==> src/hw/rtl/sbcd_pkg.sv <==
package sbcd_pkg;

    localparam int CODES_PER_WORD = 8;
    localparam logic [6:0] MAX_CELLS = 7'd64;
    localparam logic [30:0] ROW_MAX = 31'h7FFF_FFFF;
    localparam logic [63:0] QNAN_BITS = 64'h7FF8_0000_0000_0000;
    localparam logic [63:0] SPACES_BITS = 64'h2020_2020_2020_2020;

    localparam logic [7:0] CODE_SKIP = 8'd0;
    localparam logic [7:0] CODE_END = 8'd252;
    localparam logic [7:0] CODE_RAW = 8'd253;
    localparam logic [7:0] CODE_SPACES = 8'd254;
    localparam logic [7:0] CODE_MISSING = 8'd255;

    localparam logic [2:0] REG_COMPRESSED = 3'd0;
    localparam logic [2:0] REG_SWAP = 3'd1;
    localparam logic [2:0] REG_CELLS_PER_ROW = 3'd2;
    localparam logic [2:0] REG_STRING_MASK = 3'd3;
    localparam logic [2:0] REG_EXPECTED_ROWS = 3'd4;

    typedef enum logic [2:0] {
        ST_NUMBER   = 3'd0,
        ST_STRING   = 3'd1,
        ST_MISSING  = 3'd2,
        ST_END      = 3'd3,
        ST_ROWS_OK  = 3'd4,
        ST_ROWS_BAD = 3'd5,
        ST_BAD_CODE = 3'd6,
        ST_HALTED   = 3'd7
    } status_t;

    typedef enum logic [2:0] {
        OP_NONE,
        OP_HALTED,
        OP_EOF,
        OP_PASS,
        OP_RAW,
        OP_LOAD,
        OP_STEP
    } op_t;

    typedef struct packed {
        op_t op;
    } dp_cmd_t;

    typedef struct packed {
        logic slot_free;
        logic halted;
        logic compressed;
        logic awaiting;
        logic pending;
        logic step_done;
    } dp_status_t;

    function automatic logic [63:0] reverse_bytes(input logic [63:0] w);
        logic [63:0] r;
        for (int k = 0; k < 8; k++)
        begin
            r[8*k +: 8] = w[8*(7-k) +: 8];
        end
        return r;
    endfunction

    // IEEE double bits of (code - 100) for codes 1 to 251.
    function automatic logic [63:0] small_int_bits(input logic [7:0] code);
        logic [8:0] v;
        logic [8:0] absv;
        logic [7:0] mag;
        logic [7:0] norm;
        logic [2:0] e;
        logic neg;
        v = {1'b0, code} - 9'd100;
        neg = v[8];
        absv = neg ? (9'd0 - v) : v;
        mag = absv[7:0];
        e = 3'd0;
        for (int i = 0; i < 8; i++)
        begin
            if (mag[i])
            begin
                e = 3'(i);
            end
        end
        norm = mag << (3'd7 - e);
        if (mag == 8'd0)
        begin
            return 64'd0;
        end
        return {neg, 11'd1023 + {8'd0, e}, norm[6:0], 45'd0};
    endfunction

    // True when a code at or after start yields a result before any raw-cell code.
    function automatic logic more_results(input logic [63:0] cw, input logic [3:0] start);
        logic found;
        logic more;
        found = 1'b0;
        more = 1'b0;
        for (int j = 0; j < CODES_PER_WORD; j++)
        begin
            if (!found && (4'(j) >= start) && (cw[8*j +: 8] != CODE_SKIP))
            begin
                found = 1'b1;
                more = (cw[8*j +: 8] != CODE_RAW);
            end
        end
        return more;
    endfunction

endpackage

==> src/hw/rtl/sbcd_if.sv <==
interface sbcd_word_if;
    logic        valid;
    logic        ready;
    logic        kind;
    logic [63:0] word;

    modport source (output valid, output kind, output word, input ready);
    modport sink (input valid, input kind, input word, output ready);
endinterface

interface sbcd_cell_if;
    logic        valid;
    logic        ready;
    logic [2:0]  status;
    logic [63:0] cell_value;
    logic [5:0]  cell_position;
    logic [30:0] row_number;
    logic        last;

    modport source (output valid, output status, output cell_value, output cell_position,
                    output row_number, output last, input ready);
    modport sink (input valid, input status, input cell_value, input cell_position,
                  input row_number, input last, output ready);
endinterface

==> src/hw/rtl/sav_bytecode_cell_decoder_top.sv <==
// A control word is loaded and then stepped through code by code, with at most one result
// per cycle; a raw word is taken and any codes still pending after it are then stepped,
// and an end of file, a halted reply or an uncompressed word yields a single result.
// Each result is registered in the cycle after it is decoded; steps hold while a result waits.
// Reset is asynchronous and active low; it restores the register defaults, clears the
// decoder state and leaves no result pending.
module sav_bytecode_cell_decoder_top #(
    parameter logic [6:0] MAX_CELLS = sbcd_pkg::MAX_CELLS
) (
    input  logic         clk,
    input  logic         rst_n,
    sbcd_word_if.sink    words,
    sbcd_cell_if.source  cells,
    input  logic         cfg_we,
    input  logic [2:0]   cfg_index,
    input  logic [63:0]  cfg_data
);

    sbcd_pkg::dp_cmd_t    cmd;
    sbcd_pkg::dp_status_t st;
    logic                 in_ready;

    sbcd_ctrl u_ctrl (
        .clk      (clk),
        .rst_n    (rst_n),
        .in_valid (words.valid),
        .in_kind  (words.kind),
        .st       (st),
        .in_ready (in_ready),
        .cmd      (cmd)
    );

    sbcd_dp #(
        .MAX_CELLS (MAX_CELLS)
    ) u_dp (
        .clk          (clk),
        .rst_n        (rst_n),
        .cmd          (cmd),
        .st           (st),
        .in_word      (words.word),
        .out_ready    (cells.ready),
        .out_valid    (cells.valid),
        .out_status   (cells.status),
        .out_value    (cells.cell_value),
        .out_position (cells.cell_position),
        .out_row      (cells.row_number),
        .out_last     (cells.last),
        .cfg_we       (cfg_we),
        .cfg_index    (cfg_index),
        .cfg_data     (cfg_data)
    );

    assign words.ready = in_ready;

endmodule

==> src/hw/rtl/sbcd_ctrl.sv <==
module sbcd_ctrl (
    input  logic                  clk,
    input  logic                  rst_n,
    input  logic                  in_valid,
    input  logic                  in_kind,
    input  sbcd_pkg::dp_status_t  st,
    output logic                  in_ready,
    output sbcd_pkg::dp_cmd_t     cmd
);

    typedef enum logic [1:0] {
        S_IDLE   = 2'b01,
        S_DECODE = 2'b10
    } state_t;

    state_t state_reg;
    state_t state_next;

    always_comb
    begin
        state_next = state_reg;
        cmd.op = sbcd_pkg::OP_NONE;
        in_ready = 1'b0;
        unique case (state_reg)
            S_IDLE:
            begin
                in_ready = st.slot_free;
                if (in_valid && st.slot_free)
                begin
                    if (st.halted)
                    begin
                        cmd.op = sbcd_pkg::OP_HALTED;
                    end
                    else if (in_kind)
                    begin
                        cmd.op = sbcd_pkg::OP_EOF;
                    end
                    else if (!st.compressed)
                    begin
                        cmd.op = sbcd_pkg::OP_PASS;
                    end
                    else if (st.awaiting)
                    begin
                        cmd.op = sbcd_pkg::OP_RAW;
                        if (st.pending)
                        begin
                            state_next = S_DECODE;
                        end
                    end
                    else if (!st.pending)
                    begin
                        cmd.op = sbcd_pkg::OP_LOAD;
                        state_next = S_DECODE;
                    end
                    else
                    begin
                        state_next = S_DECODE;
                    end
                end
            end
            S_DECODE:
            begin
                if (st.slot_free)
                begin
                    cmd.op = sbcd_pkg::OP_STEP;
                    if (st.step_done)
                    begin
                        state_next = S_IDLE;
                    end
                end
            end
            default:
            begin
                state_next = S_IDLE;
            end
        endcase
    end

    always_ff @(posedge clk or negedge rst_n)
    begin
        if (!rst_n)
        begin
            state_reg <= S_IDLE;
        end
        else
        begin
            state_reg <= state_next;
        end
    end

endmodule

==> src/hw/rtl/sbcd_dp.sv <==
module sbcd_dp #(
    parameter logic [6:0] MAX_CELLS = sbcd_pkg::MAX_CELLS
) (
    input  logic                  clk,
    input  logic                  rst_n,
    input  sbcd_pkg::dp_cmd_t     cmd,
    output sbcd_pkg::dp_status_t  st,
    input  logic [63:0]           in_word,
    input  logic                  out_ready,
    output logic                  out_valid,
    output logic [2:0]            out_status,
    output logic [63:0]           out_value,
    output logic [5:0]            out_position,
    output logic [30:0]           out_row,
    output logic                  out_last,
    input  logic                  cfg_we,
    input  logic [2:0]            cfg_index,
    input  logic [63:0]           cfg_data
);

    logic        compressed_reg;
    logic        swap_reg;
    logic [6:0]  cells_per_row_reg;
    logic [63:0] mask_reg;
    logic [30:0] expected_reg;

    logic [63:0] control_word_reg, control_word_next;
    logic [3:0]  code_pos_reg, code_pos_next;
    logic        awaiting_reg, awaiting_next;
    logic [5:0]  cell_reg, cell_next;
    logic [30:0] row_reg, row_next;
    logic        halted_reg, halted_next;

    logic        out_valid_reg, out_valid_next;
    sbcd_pkg::status_t out_status_reg;
    logic [63:0] out_value_reg;
    logic [5:0]  out_pos_reg;
    logic [30:0] out_row_reg;
    logic        out_last_reg;

    logic        slot_free;
    logic [7:0]  code;
    logic        is_string;
    logic [6:0]  row_limit;
    logic [5:0]  cell_inc;
    logic        wrap;
    logic [3:0]  pos_inc;
    logic [63:0] raw_value;
    sbcd_pkg::status_t raw_status;

    logic        emit;
    logic        advance;
    sbcd_pkg::status_t e_status;
    logic [63:0] e_value;
    logic        e_last;

    assign slot_free = !out_valid_reg || out_ready;
    assign code = control_word_reg[8*code_pos_reg[2:0] +: 8];
    assign is_string = mask_reg[cell_reg];
    assign cell_inc = cell_reg + 6'd1;
    assign pos_inc = code_pos_reg + 4'd1;

    always_comb
    begin
        if (cells_per_row_reg == 7'd0)
        begin
            row_limit = 7'd1;
        end
        else if (cells_per_row_reg > MAX_CELLS)
        begin
            row_limit = MAX_CELLS;
        end
        else
        begin
            row_limit = cells_per_row_reg;
        end
    end

    assign wrap = ({1'b0, cell_inc} >= row_limit) || (cell_inc == 6'd0);

    always_comb
    begin
        if (is_string)
        begin
            raw_status = sbcd_pkg::ST_STRING;
            raw_value = in_word;
        end
        else
        begin
            raw_status = sbcd_pkg::ST_NUMBER;
            raw_value = swap_reg ? sbcd_pkg::reverse_bytes(in_word) : in_word;
        end
    end

    always_comb
    begin
        st.slot_free = slot_free;
        st.halted = halted_reg;
        st.compressed = compressed_reg;
        st.awaiting = awaiting_reg;
        st.pending = code_pos_reg < 4'(sbcd_pkg::CODES_PER_WORD);
        st.step_done = (code == sbcd_pkg::CODE_RAW) || (code == sbcd_pkg::CODE_END)
                       || ((code == sbcd_pkg::CODE_SPACES) && !is_string)
                       || (code_pos_reg == 4'(sbcd_pkg::CODES_PER_WORD - 1));
    end

    always_comb
    begin
        control_word_next = control_word_reg;
        code_pos_next = code_pos_reg;
        awaiting_next = awaiting_reg;
        halted_next = halted_reg;
        emit = 1'b0;
        advance = 1'b0;
        e_status = sbcd_pkg::ST_NUMBER;
        e_value = 64'd0;
        e_last = 1'b1;
        unique case (cmd.op)
            sbcd_pkg::OP_NONE:
            begin
            end
            sbcd_pkg::OP_HALTED:
            begin
                emit = 1'b1;
                e_status = sbcd_pkg::ST_HALTED;
            end
            sbcd_pkg::OP_EOF:
            begin
                emit = 1'b1;
                halted_next = 1'b1;
                if (compressed_reg && awaiting_reg)
                begin
                    e_status = sbcd_pkg::ST_BAD_CODE;
                end
                else if (row_reg == expected_reg)
                begin
                    e_status = sbcd_pkg::ST_ROWS_OK;
                end
                else
                begin
                    e_status = sbcd_pkg::ST_ROWS_BAD;
                end
            end
            sbcd_pkg::OP_PASS:
            begin
                emit = 1'b1;
                advance = 1'b1;
                e_status = raw_status;
                e_value = raw_value;
            end
            sbcd_pkg::OP_RAW:
            begin
                emit = 1'b1;
                advance = 1'b1;
                awaiting_next = 1'b0;
                e_status = raw_status;
                e_value = raw_value;
                e_last = !sbcd_pkg::more_results(control_word_reg, code_pos_reg);
            end
            sbcd_pkg::OP_LOAD:
            begin
                control_word_next = in_word;
                code_pos_next = 4'd0;
            end
            sbcd_pkg::OP_STEP:
            begin
                code_pos_next = pos_inc;
                e_last = !sbcd_pkg::more_results(control_word_reg, pos_inc);
                unique case (code)
                    sbcd_pkg::CODE_SKIP:
                    begin
                    end
                    sbcd_pkg::CODE_END:
                    begin
                        emit = 1'b1;
                        e_status = sbcd_pkg::ST_END;
                        e_last = 1'b1;
                        halted_next = 1'b1;
                        code_pos_next = 4'(sbcd_pkg::CODES_PER_WORD);
                    end
                    sbcd_pkg::CODE_RAW:
                    begin
                        awaiting_next = 1'b1;
                    end
                    sbcd_pkg::CODE_SPACES:
                    begin
                        emit = 1'b1;
                        if (is_string)
                        begin
                            advance = 1'b1;
                            e_status = sbcd_pkg::ST_STRING;
                            e_value = sbcd_pkg::SPACES_BITS;
                        end
                        else
                        begin
                            e_status = sbcd_pkg::ST_BAD_CODE;
                            e_last = 1'b1;
                            halted_next = 1'b1;
                            code_pos_next = 4'(sbcd_pkg::CODES_PER_WORD);
                        end
                    end
                    sbcd_pkg::CODE_MISSING:
                    begin
                        emit = 1'b1;
                        advance = 1'b1;
                        e_status = sbcd_pkg::ST_MISSING;
                        e_value = sbcd_pkg::QNAN_BITS;
                    end
                    default:
                    begin
                        emit = 1'b1;
                        advance = 1'b1;
                        e_status = sbcd_pkg::ST_NUMBER;
                        e_value = sbcd_pkg::small_int_bits(code);
                    end
                endcase
            end
            default:
            begin
            end
        endcase
    end

    always_comb
    begin
        cell_next = cell_reg;
        row_next = row_reg;
        if (advance)
        begin
            if (wrap)
            begin
                cell_next = 6'd0;
                if (row_reg != sbcd_pkg::ROW_MAX)
                begin
                    row_next = row_reg + 31'd1;
                end
            end
            else
            begin
                cell_next = cell_inc;
            end
        end
    end

    always_comb
    begin
        out_valid_next = out_valid_reg;
        if (emit)
        begin
            out_valid_next = 1'b1;
        end
        else if (out_ready)
        begin
            out_valid_next = 1'b0;
        end
    end

    always_ff @(posedge clk or negedge rst_n)
    begin
        if (!rst_n)
        begin
            compressed_reg <= 1'b1;
            swap_reg <= 1'b0;
            cells_per_row_reg <= 7'd1;
            mask_reg <= 64'd0;
            expected_reg <= 31'd0;
            control_word_reg <= 64'd0;
            code_pos_reg <= 4'(sbcd_pkg::CODES_PER_WORD);
            awaiting_reg <= 1'b0;
            cell_reg <= 6'd0;
            row_reg <= 31'd0;
            halted_reg <= 1'b0;
            out_valid_reg <= 1'b0;
        end
        else
        begin
            control_word_reg <= control_word_next;
            code_pos_reg <= code_pos_next;
            awaiting_reg <= awaiting_next;
            cell_reg <= cell_next;
            row_reg <= row_next;
            halted_reg <= halted_next;
            out_valid_reg <= out_valid_next;
            if (cfg_we)
            begin
                case (cfg_index)
                    sbcd_pkg::REG_COMPRESSED:    compressed_reg <= cfg_data[0];
                    sbcd_pkg::REG_SWAP:          swap_reg <= cfg_data[0];
                    sbcd_pkg::REG_CELLS_PER_ROW: cells_per_row_reg <= cfg_data[6:0];
                    sbcd_pkg::REG_STRING_MASK:   mask_reg <= cfg_data;
                    sbcd_pkg::REG_EXPECTED_ROWS: expected_reg <= cfg_data[30:0];
                    default:
                    begin
                    end
                endcase
            end
        end
    end

    always_ff @(posedge clk)
    begin
        if (emit)
        begin
            out_status_reg <= e_status;
            out_value_reg <= e_value;
            out_pos_reg <= cell_reg;
            out_row_reg <= row_reg;
            out_last_reg <= e_last;
        end
    end

    assign out_valid = out_valid_reg;
    assign out_status = out_status_reg;
    assign out_value = out_value_reg;
    assign out_position = out_pos_reg;
    assign out_row = out_row_reg;
    assign out_last = out_last_reg;

endmodule

==> src/flat_wrapper.sv <==
// flat-port wrapper written by rule: the top's interface ports become plain ports
module sav_bytecode_cell_decoder_top_flat 
#(
    parameter logic [6:0] MAX_CELLS = sbcd_pkg::MAX_CELLS
)
  (clk, rst_n, cfg_we, cfg_index, cfg_data, words_valid, words_kind, words_word, words_ready, cells_valid, cells_status, cells_cell_value, cells_cell_position, cells_row_number, cells_last, cells_ready);
  sbcd_word_if words_i ();
  sbcd_cell_if cells_i ();
  input  logic clk;
  input  logic rst_n;
  input  logic cfg_we;
  input  logic [2:0] cfg_index;
  input  logic [63:0] cfg_data;
  input wire logic [$bits(words_i.valid)-1:0] words_valid;
  input wire logic [$bits(words_i.kind)-1:0] words_kind;
  input wire logic [$bits(words_i.word)-1:0] words_word;
  output wire logic [$bits(words_i.ready)-1:0] words_ready;
  output wire logic [$bits(cells_i.valid)-1:0] cells_valid;
  output wire logic [$bits(cells_i.status)-1:0] cells_status;
  output wire logic [$bits(cells_i.cell_value)-1:0] cells_cell_value;
  output wire logic [$bits(cells_i.cell_position)-1:0] cells_cell_position;
  output wire logic [$bits(cells_i.row_number)-1:0] cells_row_number;
  output wire logic [$bits(cells_i.last)-1:0] cells_last;
  input wire logic [$bits(cells_i.ready)-1:0] cells_ready;
  assign words_i.valid = words_valid;
  assign words_i.kind = words_kind;
  assign words_i.word = words_word;
  assign words_ready = words_i.ready;
  assign cells_valid = cells_i.valid;
  assign cells_status = cells_i.status;
  assign cells_cell_value = cells_i.cell_value;
  assign cells_cell_position = cells_i.cell_position;
  assign cells_row_number = cells_i.row_number;
  assign cells_last = cells_i.last;
  assign cells_i.ready = cells_ready;
  sav_bytecode_cell_decoder_top #(.MAX_CELLS(MAX_CELLS)) u_core (.clk(clk), .rst_n(rst_n), .words(words_i), .cells(cells_i), .cfg_we(cfg_we), .cfg_index(cfg_index), .cfg_data(cfg_data));
endmodule
==> config.mk <==
export PLATFORM = sky130hd
export DESIGN_NAME = sav_bytecode_cell_decoder_top_flat
export DESIGN_NICKNAME = d
export VERILOG_FILES = /design/src/hw/rtl/sbcd_pkg.sv /design/src/hw/rtl/sbcd_if.sv /design/src/hw/rtl/sav_bytecode_cell_decoder_top.sv /design/src/hw/rtl/sbcd_ctrl.sv /design/src/hw/rtl/sbcd_dp.sv /design/src/flat_wrapper.sv
export SDC_FILE = /design/constraint.sdc
export NUM_CORES = 1
export LEC_CHECK = 0
export BUFFER_PORTS_ARGS = -buffer_cell sky130_fd_sc_hd__buf_2
export CAP_MARGIN = 20
export CORE_UTILIZATION = 48
export DETAILED_ROUTE_END_ITERATION = 7
export HOLD_SLACK_MARGIN = 0.12
export PLACE_DENSITY = 0.72
export SETUP_SLACK_MARGIN = 0.15
export SLEW_MARGIN = 0
export SYNTH_ARGS = -nofsm -noshare
export SYNTH_HDL_FRONTEND = slang
export SYNTH_HIERARCHICAL = 1
export SYNTH_SLANG_ARGS = --single-unit
==> constraint.sdc <==
create_clock -name clk -period 7.4 [get_ports clk]
set_input_delay 0.37 -clock clk [delete_from_list [all_inputs] [get_ports clk]]
set_output_delay 0.37 -clock clk [all_outputs]
set_load 0.01 [all_outputs]
# Word-level counts from Yosys, hierarchy flattened
# Cells that the tools add are included.
[totals]
regBits = 319
in_bits = 137
word_cells = 284
[classes]
addsub = 7
magnitude_cmp = 20
eq_ne = 37
shift = 2
mux = 113
n_reduce_logical = 87
[ops]
columns = ["cell", "n"]
rows = [
  ["64-bit two-way mux", 4],
  ["64-bit one-hot mux with 3 select lines", 1],
  ["64-bit one-hot mux with 2 select lines", 1],
  ["8-bit != test, second input constant", 8],
  ["8-bit nonzero test", 8],
  ["64-bit by 7-bit indexed part select with 8-bit output", 1],
  ["62-bit two-way mux", 1],
  ["1-bit two-way mux", 61],
  ["3-bit two-way mux", 16],
  ["1-bit logical AND", 33],
  ["8-bit equality test, second input constant", 4],
  ["3-bit by 4-bit greater-or-equal comparator with 1-bit output, first input constant", 8],
  ["31-bit by 1-bit adder with 31-bit output, second input constant", 1],
  ["31-bit equality test", 1],
  ["31-bit != test, second input constant", 1],
  ["1-bit zero test", 18],
  ["2-bit two-way mux", 9],
  ["1-bit by 4-bit greater-or-equal comparator with 1-bit output, first input constant", 4],
  ["2-bit by 4-bit greater-or-equal comparator with 1-bit output, first input constant", 4],
  ["8-bit zero test", 2],
  ["1-bit one-hot mux with 2 select lines", 8],
  ["4-bit one-hot mux with 2 select lines", 2],
  ["7-bit two-way mux", 2],
  ["3-bit by 2-bit equality test with 1-bit output, second input constant", 4],
  ["other kinds (39)", 64],
]

# Longest topological paths before layout
# Gate-level depths: netlist of the first run.
[depth]
depth_word = 49
mapped_depth = 20
depth_no_buf = 16

# By module
# The synthesis of the first run kept the hierarchy.
[by_module_without_submodules]
columns = ["mod", "instances", "cells_per_inst", "area_each_um2"]
rows = [
  ["sbcd_dp", 1, 1270, 16341.9],
  ["sbcd_ctrl", 1, 26, 209.0],
]

# Worst setup path after synthesis of the first run
# OpenSTA, ideal clock, no wires.
[synth_timing]
kind = "reg-to-reg"
from = "register u_core.u_dp.code_pos_reg[1]"
to = "register u_core.u_dp.out_last_reg, in the netlist u_core/u_dp/out_last, enable pin"
setup_time_ns = 0.605
arrival_ns = 7.424
t_required_ns = 6.795
setup_slack_ns = -0.628
path_stages_with_launch = 13
path_buffers = 2
period_less_slack_ns = 8.028
path_cell_list = "dfrtp_1 > buf_6 > mux4_2 > mux2i_4 > inv_4 > ha_1 > nand2_1 > nor3_4 > buf_6 > nand2_1 > nand2_1 > a21o_1 > a21oi_1"
[synth_via]
elab_chain_len = 11
word_cells_on_any_way = 20
classes_between = "order compare (1); eq/ne (6); shift (1); mux (9); reduce/logical (3)"
[synth_lines]
columns = ["element", "line_no", "text"]
rows = [
  ["start, declared", "sbcd_dp.sv:28", "logic [3:0] code_pos_reg, code_pos_next;"],
  ["start signal, assigned", "sbcd_dp.sv:268", "code_pos_reg <= 4'(sbcd_pkg::CODES_PER_WORD);"],
  ["start signal, assigned", "sbcd_dp.sv:278", "code_pos_reg <= code_pos_next;"],
  ["4-bit less-than comparator", "sbcd_dp.sv:101", "st.pending = code_pos_reg < 4'(sbcd_pkg::CODES_PER_WORD);"],
  ["3-bit two-way mux", "sbcd_ctrl.sv:50", "else if (!st.pending)"],
  ["3-bit two-way mux", "sbcd_ctrl.sv:42", "else if (st.awaiting)"],
  ["3-bit two-way mux", "sbcd_ctrl.sv:38", "else if (!st.compressed)"],
  ["3-bit two-way mux", "sbcd_ctrl.sv:34", "else if (in_kind)"],
  ["3-bit two-way mux", "sbcd_ctrl.sv:30", "if (st.halted)"],
  ["3-bit two-way mux", "sbcd_ctrl.sv:28", "if (in_valid && st.slot_free)"],
  ["3-bit one-hot mux with 2 select lines", "sbcd_ctrl.sv:24", "unique case (state_reg)"],
  ["3-bit equality test, or another cell as far along", "sbcd_dp.sv:118", "unique case (cmd.op)"],
  ["4-bit OR reduction (no line)", "n/a", ""],
  ["1-bit one-hot mux with 2 select lines *", "sbcd_dp.sv:118", ""],
  ["named net u_core.u_dp.emit", "sbcd_dp.sv:51", "logic emit;"],
  ["end signal, assigned", "sbcd_dp.sv:308", "out_last_reg <= e_last;"],
  ["end, declared", "sbcd_dp.sv:39", "logic out_last_reg;"],
]
# The timed path passes the listed nets; every way through them passes the cells marked *.
# A chain may end at the register's enable or synchronous reset.

# Worst setup path in the final report of the first run
[layout_timing]
from = "register u_core.u_dp.code_pos_reg[0]"
to = "register u_core.u_dp.out_value_reg[60], in the netlist u_core/u_dp/out_value[60], data pin"
[layout_via]
elab_chain_len = 17
word_cells_on_any_way = 39
classes_between = "add/sub (3); order compare (1); eq/ne (7); shift (1); mux (23); reduce/logical (4)"
[layout_lines]
columns = ["element", "line_no", "text"]
rows = [
  ["64-bit by 7-bit indexed part select with 8-bit output", "sbcd_dp.sv:58", "assign code = control_word_reg[8*code_pos_reg[2:0] +: 8];"],
  ["8-bit by 7-bit subtractor with 9-bit output", "sbcd_pkg.sv:72", "v = {1'b0, code} - 9'd100;"],
  ["1-bit by 8-bit subtractor with 8-bit output", "sbcd_pkg.sv:74", "absv = neg ? (9'd0 - v) : v;"],
  ["8-bit two-way mux", "sbcd_pkg.sv:74", ""],
  ["1-bit two-way mux", "sbcd_pkg.sv:79", "if (mag[i])"],
  ["3-bit two-way mux (6 in series)", "sbcd_pkg.sv:79", ""],
  ["3-bit two-way mux", "sbcd_dp.sv:169", "unique case (code)"],
  ["3-bit two-way mux", "sbcd_dp.sv:118", ""],
  ["10-bit by 3-bit adder with 11-bit output", "sbcd_pkg.sv:89", "return {neg, 11'd1023 + {8'd0, e}, norm[6:0], 45'd0};"],
  ["64-bit two-way mux", "sbcd_pkg.sv:89", ""],
  ["64-bit one-hot mux with 3 select lines", "sbcd_dp.sv:169", ""],
  ["64-bit one-hot mux with 2 select lines *", "sbcd_dp.sv:118", ""],
  ["named net u_core.u_dp.e_value[60]", "sbcd_dp.sv:54", "logic [63:0] e_value;"],
  ["end signal, assigned", "sbcd_dp.sv:305", "out_value_reg <= e_value;"],
  ["end, declared", "sbcd_dp.sv:36", "logic [63:0] out_value_reg;"],
]
# The timed path passes the listed nets; every way through them passes the cells marked *. The select of a mux whose other input is x is not followed.

==> results of run 1 <==
## cells by family (layout without fill, tap and decap cells)
kind of cell,after synthesis,after routing,synth area share (%)
and+or+nand+nor,340,340,11.4
muxes,294,294,22.1
other,0,1,0
buffers and inverters,90,435,2.70
adders and majority gates,25,25,1.89
xor gates and xnor gates,70,70,3.82
AOI/OAI and AO/OA,158,158,6.66
DFF,319,319,51.4
## final cells by class
cell class	instances	area, um^2
Inverter	24	92.6
Clock buffer	44	961
Sequential cell	319	8510
Multi-Input combinational cell	887	7620
Fill cell	2695	13500
Antenna cell	1	2.50
Tap cell	448	561
Clock inverter	18	136
Timing Repair Buffer	349	2290
## synth_stat cells, types with 4 or more instances
| cell type | n | share of area (%) |
|---|---|---|
| o211ai_1 | 7 | 0.32 |
| mux4_2 | 35 | 4.8 |
| buf_2 | 7 | 0.21 |
| mux2i_1 | 82 | 5.0 |
| a211o_1 | 4 | 0.21 |
| a21oi_1 | 29 | 0.88 |
| buf_6 | 9 | 0.61 |
| xnor2_1 | 15 | 0.79 |
| o21ai_0 | 32 | 0.97 |
| buf_4 | 8 | 0.36 |
| o31ai_1 | 6 | 0.27 |
| nand2b_1 | 12 | 0.45 |
| o21a_1 | 5 | 0.23 |
| nand4_1 | 22 | 0.83 |
| nor2_1 | 85 | 1.9 |
| dfrtp_1 | 210 | 32 |
| and3_1 | 5 | 0.19 |
| nor3_2 | 5 | 0.30 |
| and2_1 | 5 | 0.19 |
| o22ai_1 | 11 | 0.42 |
| inv_1 | 20 | 0.45 |
| nor3_1 | 19 | 0.57 |
| a21o_1 | 8 | 0.36 |
| nor4_1 | 19 | 0.72 |
| nand2_1 | 79 | 1.8 |
| nor3b_1 | 4 | 0.18 |
| nand3_1 | 28 | 0.85 |
| or4_1 | 6 | 0.27 |
| o21ai_1 | 7 | 0.21 |
| nor4_2 | 12 | 0.91 |
| ha_1 | 25 | 1.9 |
| nand4b_1 | 6 | 0.32 |
| dfstp_2 | 4 | 0.64 |
| mux2i_4 | 5 | 0.68 |
| edfxtp_1 | 105 | 19 |
| clkbuf_1 | 42 | 0.95 |
| nor2b_1 | 6 | 0.23 |
| mux2_2 | 170 | 12 |
| xor2_1 | 54 | 2.9 |
| a31oi_1 | 5 | 0.19 |
## through the flow
step                      cells  hold slack (ns)
after floorplan            1296           0.0744
after global placement     1933            0.357
after detailed placement   1933            0.353
after CTS                  2087            0.121
after global routing       2090            0.129
final                      2090            0.136
## what timing repair did
action,4_1_cts,5_1_grt
resized for setup,0,0
hold endpoints to repair,168,0
hold buffers,92,0
## final timing paths
kind | from | to | slack [ns] | depth (start not counted)
max | u_core/u_dp/code_pos_reg[0]$_DFFE_PN0P_ | u_core/u_dp/out_value[60]$_DFFE_PP_ | 1.98 | 14
min | words_word[20] | u_core/u_dp/control_word_reg[20]$_DFFE_PN0N_ | 0.14 | 2
max reg2reg | u_core/u_dp/code_pos_reg[0]$_DFFE_PN0P_ | u_core/u_dp/out_value[60]$_DFFE_PP_ | 1.98 | 14
min reg2reg | u_core/u_dp/mask_reg[51]$_DFFE_PN0P_ | u_core/u_dp/mask_reg[51]$_DFFE_PN0P_ | 0.50 | 1
max in group asynchronous | rst_n | u_core/u_dp/control_word_reg[13]$_DFFE_PN0N_ | 6.01 | 4
min in group asynchronous | rst_n | u_core/u_dp/expected_reg[18]$_DFFE_PN0P_ | 0.36 | 2
## per-layer routing
layer  track usage, %  vias up
met5                0        -
met4             6.41        2
met3             3.33       63
met2             43.5      466
met1             32.8     6029
li1                 -     5490
## power by group through the flow
stage	logic [mW]	clock network [mW]	registers [mW]
global placement	2.52	0	2.76
detailed placement	2.55	0	2.76
global route	2.84	1.78	2.79
CTS	2.60	1.70	2.74
finish	2.60	1.68	2.74
floorplan	1.65	0	2.83
## worst register-to-register path: stages, from the launching register on
cell and delay (ns):
dfrtp_1 0.60, clkinv_1 0.75, mux2i_2 0.63, ha_1 0.59, nand2_1 0.20, nor2_1 0.12
o31ai_1 0.10, o31ai_2 0.88, o21bai_1 0.30, inv_1 0.08, ha_1 0.18, ha_1 0.19
a21boi_1 0.13, o21bai_1 0.26, o21ai_1 0.11
==> metrics.yaml, run 1 <==
status: "completed"
rows: 67
drc: 0
layout_setup_ws_ns: 1.98
num_vias: 12100
min_path_type: "input pin to register"
met3WireLength_um: 2510
clk_path_buf_depth: 3
swShare_pct: 35.8
worst-path-buf-inv: 2
rsz0062_at_grt: "false"
synth_ff_type: "dfrtp_1"
syn_area_per_cell_um2: 12.8
pin_count: 244
post_cts_buffers: 0
synth_cell_types: 90
grt_usage_pct: 24.9
grt_pass1_vias: 12100
setup_tns_ns: 0
numPortBuffers: 243
syn-cell-area_um2: 16600
overflow: 0
cp_slowest_stage_delay_ns: 0.88
dp_slack_ns: 2.06
initial_core_util_pct: 49.1
fin_skew_ns: 0.0171
power.leakage_nw: 9.20
drt_iter0_drc: 921
avgViaCountPerCell: 5.77
wl_met1_um: 18300
root_buffer: "clkbuf_16"
die_area_um2: 35200
dr.max_layer_used: "met5"
grt_antenna_before_repair: 2
wl_um: 44100
cp_common_cell: "ha_1"
relSlewSlack_pct: 26.9
fmax_mhz: 185
die_h_um: 188
syn_inst: 1296
dp_hpwl_um: 30400
clkTransAtPathRegs_ns: 0.07
critical_path_class: "register to register"
synthArstFlopShare_pct: 67.1
critPathCaptureType: "register"
ant_nets: 0
netSwitchingPower_mw: 2.51
ir_worst_vdd_v: 0.000240
clock_latency_ns: 0.53
critical_path.cell_chain: "clkinv_1 -> mux2i_2 -> ha_1 -> nand2_1 -> nor2_1 -> o31ai_1 -> o31ai_2 -> o21bai_1 -> inv_1 -> ha_1 -> ha_1 -> a21boi_1 -> o21bai_1 -> o21ai_1"
syn-num-nets: 1458
dr.pass1.iters: 5
worst_slew_pin_slew_ns: 1.09
drt-wirelength-per-cell_um: 21.1
drive_above_1_share_pct: 35.0
finish.utilization_pct: 59.9
power_mw: 7.02
setup_violations: 0
seq_area_frac_synth_pct: 51.4
final-hold-violation-count: 0
p_seq_share_pct: 39.0
wl_met2_um: 22300
die-width_um: 188
cts_buffers: 34
dpl-instance-area_um2: 18100
intPower_mw: 4.51
path_delay_family: "compound AO/OA/AOI/OAI gates"
fin_nets: 1777
routabilityCongestion: 0.965
finalMaxSlewViolations: 0
clkPwrFrac_pct: 23.9
cts_tree: "yes"
cp_data_required_time_ns: 7.65
combPwrFrac_pct: 37.1
clock-sinks: 319
grt_pass1_wl_um: 68500
final_cell_area_um2: 20200
area_growth_pct: 21.9
cp_slowest_cell: "o31ai_2"
period_needed_ns: 5.42
synth-edff-count: 105
power_density_nw_per_um2: 348
cap_violations: 0
ys_seq_elements: 319
grt_max_degree: 83
start_kind: "register"
core_um2: 33700
cp_max_fo: 15
layout_common_cells: "buf_2 (242), dfrtp_1 (210), mux2_2 (170)"
period_share_pct: 73.2
htreeDepth: 2
yosys_warnings: 6
layout_commonest_cell: "buf_2"
crit_arrival_ns: 5.66
Note: power is estimated with default switching activity, not from simulation.
==> run 2: changes to the inputs <==
--- a/config.mk
+++ b/config.mk
@@ -10,7 +10,7 @@
 export CORE_UTILIZATION = 48
 export DETAILED_ROUTE_END_ITERATION = 7
 export HOLD_SLACK_MARGIN = 0.12
-export PLACE_DENSITY = 0.72
+export PLACE_DENSITY = 0.69
 export SETUP_SLACK_MARGIN = 0.15
 export SLEW_MARGIN = 0
 export SYNTH_ARGS = -nofsm -noshare
==> constraint.sdc (replaced) <==
create_clock -name clk -period 5.1 [get_ports clk]
set_input_delay 0.255 -clock clk [delete_from_list [all_inputs] [get_ports clk]]
set_output_delay 0.255 -clock clk [all_outputs]
set_load 0.01 [all_outputs]
==> run 2 against run 1 <==
  * Non-clock buffer count up 50
  * Maximum frequency up 19%
  * Sequential power up 43%
  * Utilization up 1.5 points
  * Worst setup slack worse by 1.4 ns
  * Die area unchanged
  * Clock skew down 0.0015 ns
  * Global-route usage up 0.58 points
  * Cell count up 2.6%
==> metrics.yaml, run 2 (same netlist as run 1, synthesis figures left out) <==
grt_antenna_before_repair: 3
clkPwrFrac_pct: 24.5
reg2reg_depth: 15
status: "completed"
htreeDepth: 2
num_vias: 12100
drc: 0
dp_hpwl_um: 31000
drt-wirelength-per-cell_um: 20.9
pin_count: 244
p_seq_share_pct: 37.7
timing.rr.start: "u_core/u_dp/code_pos_reg[1]$_DFFE_PN0P_"
worst_slew_pin_slew_ns: 0.988
cp-startpoint: "u_core/u_dp/code_pos_reg[1]$_DFFE_PN0P_"
die_h_um: 188
cp_common_cell: "ha_1"
clkTransAtPathRegs_ns: 0.06
power_mw: 10.4
cp_max_fo: 18
period_needed_ns: 4.54
cap_violations: 0
critical_path.cell_chain: "mux4_2 -> mux2i_4 -> ha_1 -> inv_1 -> nor3_1 -> a2111oi_2 -> a21oi_4 -> xnor2_4 -> o21bai_1 -> inv_1 -> ha_1 -> ha_1 -> a21boi_1 -> o21bai_1 -> o21ai_1"
power.leakage_nw: 9.42
die_area_um2: 35200
drive_above_1_share_pct: 34.5
min_from: "cfg_index[2]"
setup_violations: 0
root_buffer: "clkbuf_16"
fin_nets: 1829
numPortBuffers: 243
post_cts_buffers: 0
min_path_cells: 4
setup_tns_ns: 0
fin_skew_ns: 0.0156
grt_pass1_vias: 12400
fmax_mhz: 220
grt_max_degree: 121
critical_path_class: "register to register"
drt_iter0_drc: 806
grt_pass1_wl_um: 70300
overflow: 0
dr.pass1.iters: 7
combPwrFrac_pct: 37.8
cts_buffers: 36
rows: 67
netSwitchingPower_mw: 3.64
crit_arrival_ns: 4.78
relSlewSlack_pct: 34.1
cp_slowest_cell: "dfrtp_2"
period_share_pct: 88.9
grt_usage_pct: 25.5
rsz0062_at_grt: "false"
min_path_type: "input pin to register"
wl_um: 44800
layout_common_cells: "buf_2 (242), dfrtp_1 (209), mux2_2 (170)"
layout_commonest_cell: "buf_2"
clock-sinks: 319
final-hold-violation-count: 0
critPathCaptureType: "register"
avgViaCountPerCell: 5.65
cts_tree: "yes"
power_density_nw_per_um2: 501
clk_path_buf_depth: 3
cp_slowest_stage_delay_ns: 0.67
r2r_setup_slack_ns: 0.56
clock_latency_ns: 0.53
routabilityCongestion: 0.915
area_growth_pct: 25.0
ir_worst_vdd_v: 0.000316
finalMaxSlewViolations: 0
start_kind: "register"
core_um2: 33700
die-width_um: 188
initial_core_util_pct: 49.1
intPower_mw: 6.72
ant_nets: 0
cp_data_required_time_ns: 5.35
swShare_pct: 35.1
-- run 2: final timing paths --
path / endpoint
hold reg to reg: u_core/u_dp/mask_reg[4]$_DFFE_PN0P_
min in group asynchronous: u_core/u_dp/row_reg[16]$_DFFE_PN0P_
hold / removal: u_core/u_dp/swap_reg$_DFFE_PN0P_
max in group asynchronous: u_core/u_dp/control_word_reg[53]$_DFFE_PN0N_
setup / recovery: u_core/u_dp/out_value[60]$_DFFE_PP_
setup reg to reg: u_core/u_dp/out_value[60]$_DFFE_PP_
-- run 2: area by class of cell --
class                           instances  area [um^2]
Timing Repair Buffer                  399         2750
Inverter                               24         92.6
Tap cell                              448          561
Clock buffer                           53         1020
Clock inverter                         11          131
Sequential cell                       319         8510
Multi-Input combinational cell        887         7620
Antenna cell                            3         7.51
Fill cell                            2638        13000
-- run 2: what timing repair did --
item / CTS / global route
endpoints found under the hold margin: 320 / 0
gates resized for setup: 0 / 1
hold buffers: 130 / 0
setup endpoints to repair: 0 / 3
-- run 2: critical path, delay by kind of cell (launching register included) --
kind,cells,cell delay (ns)
compound gates,6,1.47
mux,2,0.88
fa+ha+maj,3,0.72
flops,1,0.67
buf+inv,2,0.23
xor+xnor,1,0.20
simple gates,1,0.08
-- run 2: metrics by stage --
| stage | worst slack [ns] | area, um^2 | hold WS (ns) | std cells | utilization, % |
|---|---|---|---|---|---|
| final | 0.564 | 20700 | 0.158 | 2144 | 61.4 |
| after global routing | 0.315 | 20700 | 0.177 | 2144 | 61.4 |
| after CTS | 0.244 | 20700 | 0.127 | 2141 | 61.4 |
| after detailed placement | 0.275 | 18200 | 0.466 | 1947 | 54.1 |
| after global placement | 0.349 | 18200 | 0.462 | 1947 | 54.1 |
| after floorplan | 0.574 | 16600 | -0.0406 | 1296 | - |
-- run 2: power by group through the flow --
stage               sequential (mW)  combinational [mW]  clock (mW)
floorplan                      4.08                2.40           0
global placement               3.93                3.80           0
detailed placement             3.94                3.82           0
CTS                            3.90                3.93        2.60
global route                   3.98                4.24        2.69
finish                         3.91                3.91        2.54
-- run 2: per-layer routing --
layer	GRT usage (%)	vias to the layer above	wire (um)	share of wire [%]
met5	0	-	0	0
met4	7.66	0	965	2.2
met3	4.34	66	2590	5.8
met2	44.3	423	22600	51
met1	32.6	6027	18600	42
li1	-	5606	-	-
